===== src/hw/rtl/dvc_pkg.sv =====
// Shared types, constants and helper functions for the differential vector clock unit.
// No dependencies.
package dvc_pkg;

   localparam int MAX_NODES  = 16;
   localparam int CLOCK_BITS = 32;
   localparam int IDX_W      = $clog2(MAX_NODES);
   localparam int ACT_MAX    = (MAX_NODES < 16) ? MAX_NODES : 16;
   localparam int CNT_W      = $clog2(ACT_MAX + 1);

   typedef enum logic [1:0] {
      FUNC_INTERNAL   = 2'd0,
      FUNC_SEND       = 2'd1,
      FUNC_RECV_START = 2'd2,
      FUNC_RECV_PAIR  = 2'd3
   } func_type;

   typedef enum logic {
      CSR_NODE_ID      = 1'b0,
      CSR_ACTIVE_NODES = 1'b1
   } csr_index_type;

   typedef logic [CLOCK_BITS-1:0] clock_type;
   localparam clock_type CLOCK_MAX = '1;

   // one store entry: clock value, own clock at last update, own clock at last send
   typedef struct packed {
      clock_type clk;
      clock_type lut;
      clock_type lst;
   } row_type;

   localparam int ROW_W = $bits(row_type);

   typedef struct packed {
      logic             rd_en;
      logic [IDX_W-1:0] rd_addr;
      logic             wr_en;
      logic [IDX_W-1:0] wr_addr;
      row_type          wr_row;
   } mem_req_type;

   typedef struct packed {
      logic [IDX_W-1:0] own;
      logic [CNT_W-1:0] act;
   } cfg_type;

   function automatic clock_type sat_pair(input logic [31:0] v);
      if (64'(v) > 64'(CLOCK_MAX)) begin
         return CLOCK_MAX;
      end
      return CLOCK_BITS'(v);
   endfunction

   function automatic clock_type sat_inc(input clock_type c);
      if (c == CLOCK_MAX) begin
         return c;
      end
      return c + clock_type'(1);
   endfunction

endpackage


===== src/hw/rtl/dvc_ram.sv =====
// Generic single-write, single-read synchronous RAM with registered read data.
// No dependencies.
module dvc_ram #(
   parameter int WIDTH = 8,
   parameter int DEPTH = 16
) (
   input  logic                     clock,
   input  logic                     wr_en,
   input  logic [$clog2(DEPTH)-1:0] wr_addr,
   input  logic [WIDTH-1:0]         wr_data,
   input  logic                     rd_en,
   input  logic [$clog2(DEPTH)-1:0] rd_addr,
   output logic [WIDTH-1:0]         rd_data
);

   logic [WIDTH-1:0] mem_ff [DEPTH];
   logic [WIDTH-1:0] rd_data_ff;

   always_ff @(posedge clock) begin
      if (wr_en) begin
         mem_ff[wr_addr] <= wr_data;
      end
      if (rd_en) begin
         rd_data_ff <= mem_ff[rd_addr];
      end
   end

   assign rd_data = rd_data_ff;

endmodule


===== src/hw/rtl/dvc_store.sv =====
// Entry store: RAM of rows plus per-entry valid bits; an unwritten entry reads as zero.
// Depends on dvc_pkg and dvc_ram.
module dvc_store (
   input  logic                clock,
   input  logic                reset,
   input  dvc_pkg::mem_req_type mem_req,
   output dvc_pkg::row_type    rd_row
);

   logic [dvc_pkg::MAX_NODES-1:0] valid_ff, valid_in;
   logic                          rd_valid_ff, rd_valid_in;
   logic [dvc_pkg::ROW_W-1:0]     ram_q;

   dvc_ram #(
      .WIDTH(dvc_pkg::ROW_W),
      .DEPTH(dvc_pkg::MAX_NODES)
   ) u_ram (
      .clock  (clock),
      .wr_en  (mem_req.wr_en),
      .wr_addr(mem_req.wr_addr),
      .wr_data(mem_req.wr_row),
      .rd_en  (mem_req.rd_en),
      .rd_addr(mem_req.rd_addr),
      .rd_data(ram_q)
   );

   always_comb begin
      valid_in    = valid_ff;
      rd_valid_in = rd_valid_ff;
      if (mem_req.wr_en) begin
         valid_in[mem_req.wr_addr] = 1'b1;
      end
      if (mem_req.rd_en) begin
         rd_valid_in = valid_ff[mem_req.rd_addr];
      end
   end

   always_ff @(posedge clock) begin
      if (reset) begin
         valid_ff    <= '0;
         rd_valid_ff <= 1'b0;
      end else begin
         valid_ff    <= valid_in;
         rd_valid_ff <= rd_valid_in;
      end
   end

   assign rd_row = rd_valid_ff ? dvc_pkg::row_type'(ram_q) : '0;

endmodule


===== src/hw/rtl/dvc_engine.sv =====
// Sequencer: read-modify-write of store rows per transaction, send sweep and result register.
// Depends on dvc_pkg.
module dvc_engine (
   input  logic                 clock,
   input  logic                 reset,
   input  dvc_pkg::cfg_type     cfg,
   input  logic                 req_valid,
   output logic                 req_stall,
   input  logic [1:0]           req_func,
   input  logic [3:0]           req_peer,
   input  logic [3:0]           req_pair_index,
   input  logic [31:0]          req_pair_value,
   output logic                 rsp_valid,
   input  logic                 rsp_stall,
   output logic [3:0]           rsp_out_index,
   output logic [31:0]          rsp_out_value,
   output logic                 rsp_last_pair,
   output dvc_pkg::mem_req_type mem_req,
   input  dvc_pkg::row_type     rd_row
);

   typedef enum logic [7:0] {
      ST_IDLE     = 8'b0000_0001,
      ST_TICK     = 8'b0000_0010,
      ST_PEER_RD  = 8'b0000_0100,
      ST_PEER     = 8'b0000_1000,
      ST_SWEEP    = 8'b0001_0000,
      ST_FLUSH    = 8'b0010_0000,
      ST_PAIR_OWN = 8'b0100_0000,
      ST_PAIR     = 8'b1000_0000
   } state_type;

   state_type                 state_ff, state_in;
   dvc_pkg::func_type         func_ff, func_in;
   logic [3:0]                peer_ff, peer_in;
   logic [3:0]                pidx_ff, pidx_in;
   dvc_pkg::clock_type        pval_ff, pval_in;
   dvc_pkg::clock_type        own_clk_ff, own_clk_in;
   dvc_pkg::clock_type        since_ff, since_in;
   dvc_pkg::row_type          peer_row_ff, peer_row_in;
   logic [dvc_pkg::CNT_W-1:0] cnt_ff, cnt_in;
   logic                      pend_valid_ff, pend_valid_in;
   logic [3:0]                pend_idx_ff, pend_idx_in;
   dvc_pkg::clock_type        pend_val_ff, pend_val_in;
   logic                      rsp_valid_ff, rsp_valid_in;
   logic [3:0]                rsp_idx_ff, rsp_idx_in;
   logic [31:0]               rsp_val_ff, rsp_val_in;
   logic                      rsp_last_ff, rsp_last_in;

   logic                      out_busy;
   logic                      push;
   logic                      push_last;
   logic                      qual;
   logic [dvc_pkg::CNT_W-1:0] cnt_next;
   dvc_pkg::clock_type        tick_val;

   assign out_busy = rsp_valid_ff && rsp_stall;
   assign qual     = since_ff < rd_row.lut;
   assign cnt_next = cnt_ff + dvc_pkg::CNT_W'(1);
   assign tick_val = dvc_pkg::sat_inc(rd_row.clk);

   always_comb begin
      state_in      = state_ff;
      func_in       = func_ff;
      peer_in       = peer_ff;
      pidx_in       = pidx_ff;
      pval_in       = pval_ff;
      own_clk_in    = own_clk_ff;
      since_in      = since_ff;
      peer_row_in   = peer_row_ff;
      cnt_in        = cnt_ff;
      pend_valid_in = pend_valid_ff;
      pend_idx_in   = pend_idx_ff;
      pend_val_in   = pend_val_ff;
      push          = 1'b0;
      push_last     = 1'b0;
      mem_req       = '0;

      unique case (state_ff)
         ST_IDLE: begin
            if (req_valid) begin
               func_in = dvc_pkg::func_type'(req_func);
               peer_in = req_peer;
               pidx_in = req_pair_index;
               pval_in = dvc_pkg::sat_pair(req_pair_value);
               if (dvc_pkg::func_type'(req_func) == dvc_pkg::FUNC_RECV_PAIR) begin
                  if (32'(req_pair_index) < 32'(cfg.act)) begin
                     mem_req.rd_en   = 1'b1;
                     mem_req.rd_addr = cfg.own;
                     state_in        = ST_PAIR_OWN;
                  end
               end else begin
                  mem_req.rd_en   = 1'b1;
                  mem_req.rd_addr = cfg.own;
                  state_in        = ST_TICK;
               end
            end
         end
         ST_TICK: begin
            mem_req.wr_en      = 1'b1;
            mem_req.wr_addr    = cfg.own;
            mem_req.wr_row.clk = tick_val;
            mem_req.wr_row.lut = tick_val;
            mem_req.wr_row.lst = rd_row.lst;
            own_clk_in         = tick_val;
            if (func_ff == dvc_pkg::FUNC_SEND && 32'(peer_ff) < 32'(cfg.act)) begin
               state_in = ST_PEER_RD;
            end else begin
               state_in = ST_IDLE;
            end
         end
         ST_PEER_RD: begin
            mem_req.rd_en   = 1'b1;
            mem_req.rd_addr = dvc_pkg::IDX_W'(peer_ff);
            state_in        = ST_PEER;
         end
         ST_PEER: begin
            since_in        = rd_row.lst;
            peer_row_in     = rd_row;
            pend_valid_in   = 1'b0;
            cnt_in          = '0;
            mem_req.rd_en   = 1'b1;
            mem_req.rd_addr = '0;
            state_in        = ST_SWEEP;
         end
         ST_SWEEP: begin
            if (!(qual && pend_valid_ff && out_busy)) begin
               if (qual) begin
                  push          = pend_valid_ff;
                  pend_valid_in = 1'b1;
                  pend_idx_in   = 4'(cnt_ff);
                  pend_val_in   = rd_row.clk;
               end
               if (cnt_next == cfg.act) begin
                  state_in = ST_FLUSH;
               end else begin
                  cnt_in          = cnt_next;
                  mem_req.rd_en   = 1'b1;
                  mem_req.rd_addr = dvc_pkg::IDX_W'(cnt_next);
               end
            end
         end
         ST_FLUSH: begin
            if (!(pend_valid_ff && out_busy)) begin
               push               = pend_valid_ff;
               push_last          = 1'b1;
               pend_valid_in      = 1'b0;
               mem_req.wr_en      = 1'b1;
               mem_req.wr_addr    = dvc_pkg::IDX_W'(peer_ff);
               mem_req.wr_row.clk = peer_row_ff.clk;
               mem_req.wr_row.lut = peer_row_ff.lut;
               mem_req.wr_row.lst = own_clk_ff;
               state_in           = ST_IDLE;
            end
         end
         ST_PAIR_OWN: begin
            own_clk_in      = rd_row.clk;
            mem_req.rd_en   = 1'b1;
            mem_req.rd_addr = dvc_pkg::IDX_W'(pidx_ff);
            state_in        = ST_PAIR;
         end
         ST_PAIR: begin
            if (pval_ff > rd_row.clk) begin
               mem_req.wr_en      = 1'b1;
               mem_req.wr_addr    = dvc_pkg::IDX_W'(pidx_ff);
               mem_req.wr_row.clk = pval_ff;
               mem_req.wr_row.lut = (dvc_pkg::IDX_W'(pidx_ff) == cfg.own) ? pval_ff
                                                                          : own_clk_ff;
               mem_req.wr_row.lst = rd_row.lst;
            end
            state_in = ST_IDLE;
         end
         default: begin
            state_in = ST_IDLE;
         end
      endcase
   end

   // result register
   always_comb begin
      rsp_valid_in = rsp_valid_ff;
      rsp_idx_in   = rsp_idx_ff;
      rsp_val_in   = rsp_val_ff;
      rsp_last_in  = rsp_last_ff;
      if (push) begin
         rsp_valid_in = 1'b1;
         rsp_idx_in   = pend_idx_ff;
         rsp_val_in   = 32'(pend_val_ff);
         rsp_last_in  = push_last;
      end else if (!rsp_stall) begin
         rsp_valid_in = 1'b0;
      end
   end

   always_ff @(posedge clock) begin
      if (reset) begin
         state_ff      <= ST_IDLE;
         pend_valid_ff <= 1'b0;
         rsp_valid_ff  <= 1'b0;
      end else begin
         state_ff      <= state_in;
         pend_valid_ff <= pend_valid_in;
         rsp_valid_ff  <= rsp_valid_in;
      end
   end

   always_ff @(posedge clock) begin
      func_in_reg: begin
         func_ff     <= func_in;
         peer_ff     <= peer_in;
         pidx_ff     <= pidx_in;
         pval_ff     <= pval_in;
         own_clk_ff  <= own_clk_in;
         since_ff    <= since_in;
         peer_row_ff <= peer_row_in;
         cnt_ff      <= cnt_in;
         pend_idx_ff <= pend_idx_in;
         pend_val_ff <= pend_val_in;
         rsp_idx_ff  <= rsp_idx_in;
         rsp_val_ff  <= rsp_val_in;
         rsp_last_ff <= rsp_last_in;
      end
   end

   assign req_stall     = (state_ff != ST_IDLE);
   assign rsp_valid     = rsp_valid_ff;
   assign rsp_out_index = rsp_idx_ff;
   assign rsp_out_value = rsp_val_ff;
   assign rsp_last_pair = rsp_last_ff;

endmodule


===== src/hw/rtl/differential_vector_clock_unit.sv =====
// Channel   Direction  Handshake         Payload
// req_      in         valid / stall     func, peer, pair_index, pair_value
// rsp_      out        valid / stall     out_index, out_value, last_pair
// csr_      in         valid / ready     index, data (node_id, active_nodes)
//
// Internal and receive-start transactions tick the own entry; an in-range receive pair
// raises the pair entry if larger; an out-of-range pair is dropped. A send to an active peer
// ticks and sweeps min(active_nodes, 16) rows, one to an inactive peer only ticks: the
// sweep reads one store row per cycle through the single RAM read port; a stalled result
// channel holds the sweep and the final flush. Synchronous reset clears control and the
// store valid bits at once, so no clearing pass is needed. csr_ready is always high.
// Top level: configuration registers, store and sequencer. Depends on dvc_pkg,
// dvc_store, dvc_engine.
module differential_vector_clock_unit (
   input  logic        clock,
   input  logic        reset,
   input  logic        req_valid,
   output logic        req_stall,
   input  logic [1:0]  req_func,
   input  logic [3:0]  req_peer,
   input  logic [3:0]  req_pair_index,
   input  logic [31:0] req_pair_value,
   output logic        rsp_valid,
   input  logic        rsp_stall,
   output logic [3:0]  rsp_out_index,
   output logic [31:0] rsp_out_value,
   output logic        rsp_last_pair,
   input  logic        csr_valid,
   output logic        csr_ready,
   input  logic        csr_index,
   input  logic [4:0]  csr_data
);

   logic [3:0]           node_id_ff, node_id_in;
   logic [4:0]           active_nodes_ff, active_nodes_in;
   dvc_pkg::cfg_type     cfg;
   dvc_pkg::mem_req_type mem_req;
   dvc_pkg::row_type     rd_row;

   assign csr_ready = 1'b1;

   always_comb begin
      node_id_in      = node_id_ff;
      active_nodes_in = active_nodes_ff;
      if (csr_valid && csr_ready) begin
         unique case (dvc_pkg::csr_index_type'(csr_index))
            dvc_pkg::CSR_NODE_ID:      node_id_in      = csr_data[3:0];
            dvc_pkg::CSR_ACTIVE_NODES: active_nodes_in = csr_data;
            default: ;
         endcase
      end
   end

   always_ff @(posedge clock) begin
      if (reset) begin
         node_id_ff      <= '0;
         active_nodes_ff <= 5'd16;
      end else begin
         node_id_ff      <= node_id_in;
         active_nodes_ff <= active_nodes_in;
      end
   end

   assign cfg.own = (32'(node_id_ff) < dvc_pkg::MAX_NODES) ?
                    dvc_pkg::IDX_W'(node_id_ff) : dvc_pkg::IDX_W'(dvc_pkg::MAX_NODES - 1);
   assign cfg.act = (32'(active_nodes_ff) > dvc_pkg::ACT_MAX) ?
                    dvc_pkg::CNT_W'(dvc_pkg::ACT_MAX) : dvc_pkg::CNT_W'(active_nodes_ff);

   dvc_store u_store (
      .clock  (clock),
      .reset  (reset),
      .mem_req(mem_req),
      .rd_row (rd_row)
   );

   dvc_engine u_engine (
      .clock         (clock),
      .reset         (reset),
      .cfg           (cfg),
      .req_valid     (req_valid),
      .req_stall     (req_stall),
      .req_func      (req_func),
      .req_peer      (req_peer),
      .req_pair_index(req_pair_index),
      .req_pair_value(req_pair_value),
      .rsp_valid     (rsp_valid),
      .rsp_stall     (rsp_stall),
      .rsp_out_index (rsp_out_index),
      .rsp_out_value (rsp_out_value),
      .rsp_last_pair (rsp_last_pair),
      .mem_req       (mem_req),
      .rd_row        (rd_row)
   );

endmodule


===== config.mk =====
export PLATFORM = sky130hd
export DESIGN_NAME = differential_vector_clock_unit
export DESIGN_NICKNAME = d
export VERILOG_FILES = /design/src/hw/rtl/dvc_pkg.sv /design/src/hw/rtl/dvc_ram.sv /design/src/hw/rtl/dvc_store.sv /design/src/hw/rtl/dvc_engine.sv /design/src/hw/rtl/differential_vector_clock_unit.sv
export SDC_FILE = /design/constraint.sdc
export NUM_CORES = 2
export LEC_CHECK = 0
export BUFFER_PORTS_ARGS = -buffer_cell sky130_fd_sc_hd__clkbuf_2
export CORE_MARGIN = 2
export CORE_UTILIZATION = 45
export CTS_CLUSTER_DIAMETER = 120
export DETAILED_ROUTE_END_ITERATION = 8
export MAX_ROUTING_LAYER = met4
export SYNTH_ARGS = -nofsm -noshare
export SYNTH_HDL_FRONTEND = slang
export SYNTH_SLANG_ARGS = --single-unit

===== constraint.sdc =====
create_clock -name clock -period 7.8 [get_ports clock]
set_input_delay 0.78 -clock clock [delete_from_list [all_inputs] [get_ports clock]]
set_output_delay 0.78 -clock clock [all_outputs]
set_load 0.02 [all_outputs]

==> metrics.md <==
| Metric | Value |
|---|---|
| Result of the run | `completed` |
| Ranking of synthesized cells by area | `edfxtp_1 71%, mux2i_1 19%, ha_1 1.1%` |
| First-pass GRT wire length | `288.9 mm` |
| Main flop type after synthesis | `edfxtp_1` |
| Placed Area | `0.08278 mm^2` |
| Time the worst path needs with I/O delays and setup | `6477 ps` |
| Dominant cell type by count on the critical path | `mux2i_1` |
| Static leakage power | `0.03136 uW` |
| Setup Crit Path Kind | `reg -> reg` |
| Ys Warns | `0` |
| Reported max-cap violation count | `0` |
| Hold violation total from the final report | `0` |
| Clock tree buffer depth | `3` |
| Largest driver fanout on the critical path | `37` |
| Slew of the pin with the lowest slew margin | `1297 ps` |
| Num Clock Sinks | `1,916` |
| Layout Nets | `4,851` |
| Sort of element at the start of the critical path | `flip-flop` |
| Filler cell count in the final layout | `14.18k` |
| Core outline area | `0.1742 mm^2` |
| Most frequent cells in the layout | `1,880 x edfxtp_1, 1,476 x mux2i_1, 194 x clkbuf_16, 146 x nand2_1, 99 x buf_4` |
| Cell at the slowest stage of the critical path | `nor3_1` |
| Die outline height | `423.3 um` |
| Vias in the first global route | `40.20k` |
| Number of DRC markers after the initial detailed-route iteration | `3,639` |
| Number of cell rows | `153` |
| Overall routed net length | `203.5 mm` |
| Number of enable flip-flop cells after synthesis | `1,880` |
| Worst Setup End Kind | `flip-flop` |
| Post-detail-place hpwl | `114.0 mm` |
| Clk_skew | `41.83 ps` |
| Worst stage delay on the critical path | `810 ps` |
| Fin area | `0.08888 mm^2` |
| Post-DR wirelength/cell | `28.23 um` |
| Maximum number of pins on one net before global-route repair | `105` |
| Total routing usage reported by global routing | `23.02%` |
| Post-CTS Hold Fix Bufs | `0` |
| Final RePlAce weighted congestion | `0.8704` |
| Timing-limited maximum frequency | `154.4 MHz` |
| Starting Density | `45.42%` |
| Slew headroom | `11.31%` |
| Via count | `41.00k` |
| Number of routed nets with antenna violations | `0` |
| Number of standard cells after synthesis | `4,525` |
| RSZ-0062 raised after global routing | `false` |
| Number of instances resized during post-cts repair | `0` |
| Synth-to-layout area growth | `12.33%` |
| Vias per cell | `5.687` |
| Share of synthesized area occupied by flip-flops and latches | `72.26%` |
| Power per standard cell area | `236.9 mW/mm^2` |
| Die X | `423.3 um` |
| Post-Synthesis Cell Area | `0.07912 mm^2` |
| Post-synthesis cell type count | `73` |
| Final setup violating endpoints | `0` |
| Register clock-pin slew on the reported worst setup and hold paths | `60 ps` |
| Most common library cell in the layout ignoring fill and taps | `edfxtp_1` |
| Number of buffers added by the clock tree synthesis step | `193` |
| Sequential cell area | `0.05718 mm^2` |
| Worst EP required | `8350 ps` |
| Clk Latency, worst-skew pair | `830 ps` |
| Number of buffers inserted to repair setup after CTS | `0` |
| Type of the worst min-delay path | `in -> reg` |
| Crit path cell chain | `buf_12 > buf_4 > nand2_1 > ha_1 > nand4_1 > nor3_1 > o311ai_1 > a31oi_1 > o41ai_2 > o21ai_4 > buf_12 > buf_4 > mux2i_1 > mux2i_1 > mux2i_1 > mux2i_1` |
| Period utilisation layout | `83.04%` |
| Post-synthesis area per instance | `17.48 um^2` |
| Share of the synthesized area in the top cell type | `71.35%` |
| DR DRC count | `0` |
| Count of pins on the block boundary | `93` |
| Synthesized net count | `4,649` |
| Area of the multi-input gates | `0.02050 mm^2` |
| Area leader, netlist | `edfxtp_1` |
| Initial antenna violation count | `4` |
| Number of storage elements in the synthesis netlist | `1,916` |
| Number of optimization iterations in the first detailed-route pass | `5` |
| Root buffer cell | `clkbuf_16` |
| Layout cell share with drive strength beyond 1 | `10.90%` |
| Maximum level of the CTS H-tree | `4` |
| Kind of cell adding the most delay to the critical path | `compound AO/OA/AOI/OAI gates` |
| CTS tree | `yes` |
| Share of flip-flops with an asynchronous set or reset after synthesis | `0%` |
| Number of buffers and inverters on the critical path | `4` |
| Max IR drop VDD | `0.2462 mV` |
| Total congestion overflow after global routing | `0` |
| Port buffer count | `91` |
| Data arrival time at the worst-slack endpoint | `7030 ps` |
| Total power consumption of the routed design | `21,050 uW` |
| Die area | `0.1792 mm^2` |
| Fin. max-slew vios | `0` |
==> cells in the mapped netlist, types with 4 or more instances <==
master	number
a22o_1	39
mux2_2	5
edfxtp_1	1880
clkbuf_4	7
nand3b_1	5
inv_1	75
a31oi_1	6
a21oi_1	67
buf_1	9
o21a_1	4
xor2_1	9
buf_6	41
nor3_1	21
or3_1	7
clkbuf_1	53
or4_1	5
a221o_1	33
nand2_1	149
nor2_1	93
o21ai_0	46
nand4_1	24
and3b_1	4
a21o_1	11
and4_1	4
dfxtp_1	36
nor2b_1	6
xnor2_1	60
ha_1	71
buf_2	80
o31ai_1	13
mux2i_1	1476
buf_4	29
and3_1	5
o211ai_1	8
nand3_1	26
and2_1	49
nor4_1	5
a22oi_1	4
o21ai_1	4
nand2b_1	11
==> kinds of logic (layout without fill, tap and decap cells) <==
| family | after synthesis | in the layout | synth area share, % |
|---|---|---|---|
| flops | 1916 | 1916 | 72.26 |
| mux | 1481 | 1481 | 18.74 |
| simple gates | 433 | 433 | 2.704 |
| buf+inv | 294 | 650 | 2.081 |
| compound gates | 260 | 260 | 2.314 |
| fa+ha+maj | 71 | 71 | 1.123 |
| xor+xnor | 69 | 69 | 0.7638 |
| other cells | 1 | 4 | 0.004740 |
==> path summary, 6_finish.rpt <==
| path | startpoint | endpoint | slack, ps | cells past startpoint |
|---|---|---|---|---|
| worst max register to register | u_store.rd_valid_ff | u_store.u_ram.rd_data[91] | 1320 | 16 |
| worst min-delay path | req_peer[2] | u_engine.peer_ff[2] | 150 | 1 |
| worst max-delay path | u_store.rd_valid_ff | u_store.u_ram.rd_data[91] | 1320 | 16 |
| worst min register to register | u_engine.pend_idx_ff[1] | u_engine.rsp_out_index[1] | 420 | 0 |
==> power by group <==
group	internal, uW	switching (uW)
Clock	5050	3900
Combinational	250	443
Sequential	11300	121
==> flip-flops by register name (all words and copies together) (netlist names), 8 cells and up <==
name	count
u_engine.pend_val_ff	32
u_engine.pval_ff	32
u_store.u_ram.mem_ff	1536
u_engine.rsp_out_value	32
u_engine.peer_row_ff	64
u_store.u_ram.rd_data	96
u_store.valid_ff	16
u_engine.own_clk_ff	32
u_engine.since_ff	32
u_engine.state_ff	8
==> per-layer routing <==
layer	share of wire (%)	GRT usage, %
met1	43	30.47
met2	48	37.00
met3	5.2	3.068
met4	3.3	7.331
met5	0	-
==> area by class of cell <==
type / instances / share of cell area, %
Sequential cell: 1916 / 64.33
Antenna cell: 3 / 0.008447
Clock buffer: 235 / 5.658
Tap cell: 2325 / 3.273
Timing Repair Buffer: 226 / 2.160
Multi-Input combinational cell: 2315 / 23.06
Clock inverter: 114 / 1.180
Inverter: 75 / 0.3252
==> per-stage QoR <==
stage | util, % | TNS, ps | cells | setup WS (ps) | hold WS, ps
after global routing | 51.02 | 0 | 7207 | 1291 | 116.2
after CTS | 51.01 | 0 | 7205 | 1438 | 101.4
after detailed placement | 47.52 | 0 | 6856 | 1438 | 404.5
after floorplan | - | -272670 | 4525 | -710.1 | 400.3
after global placement | 47.52 | 0 | 6856 | 1506 | 402.3
final | 51.02 | 0 | 7209 | 1323 | 154.6
Power figures use the tool's default switching activity.
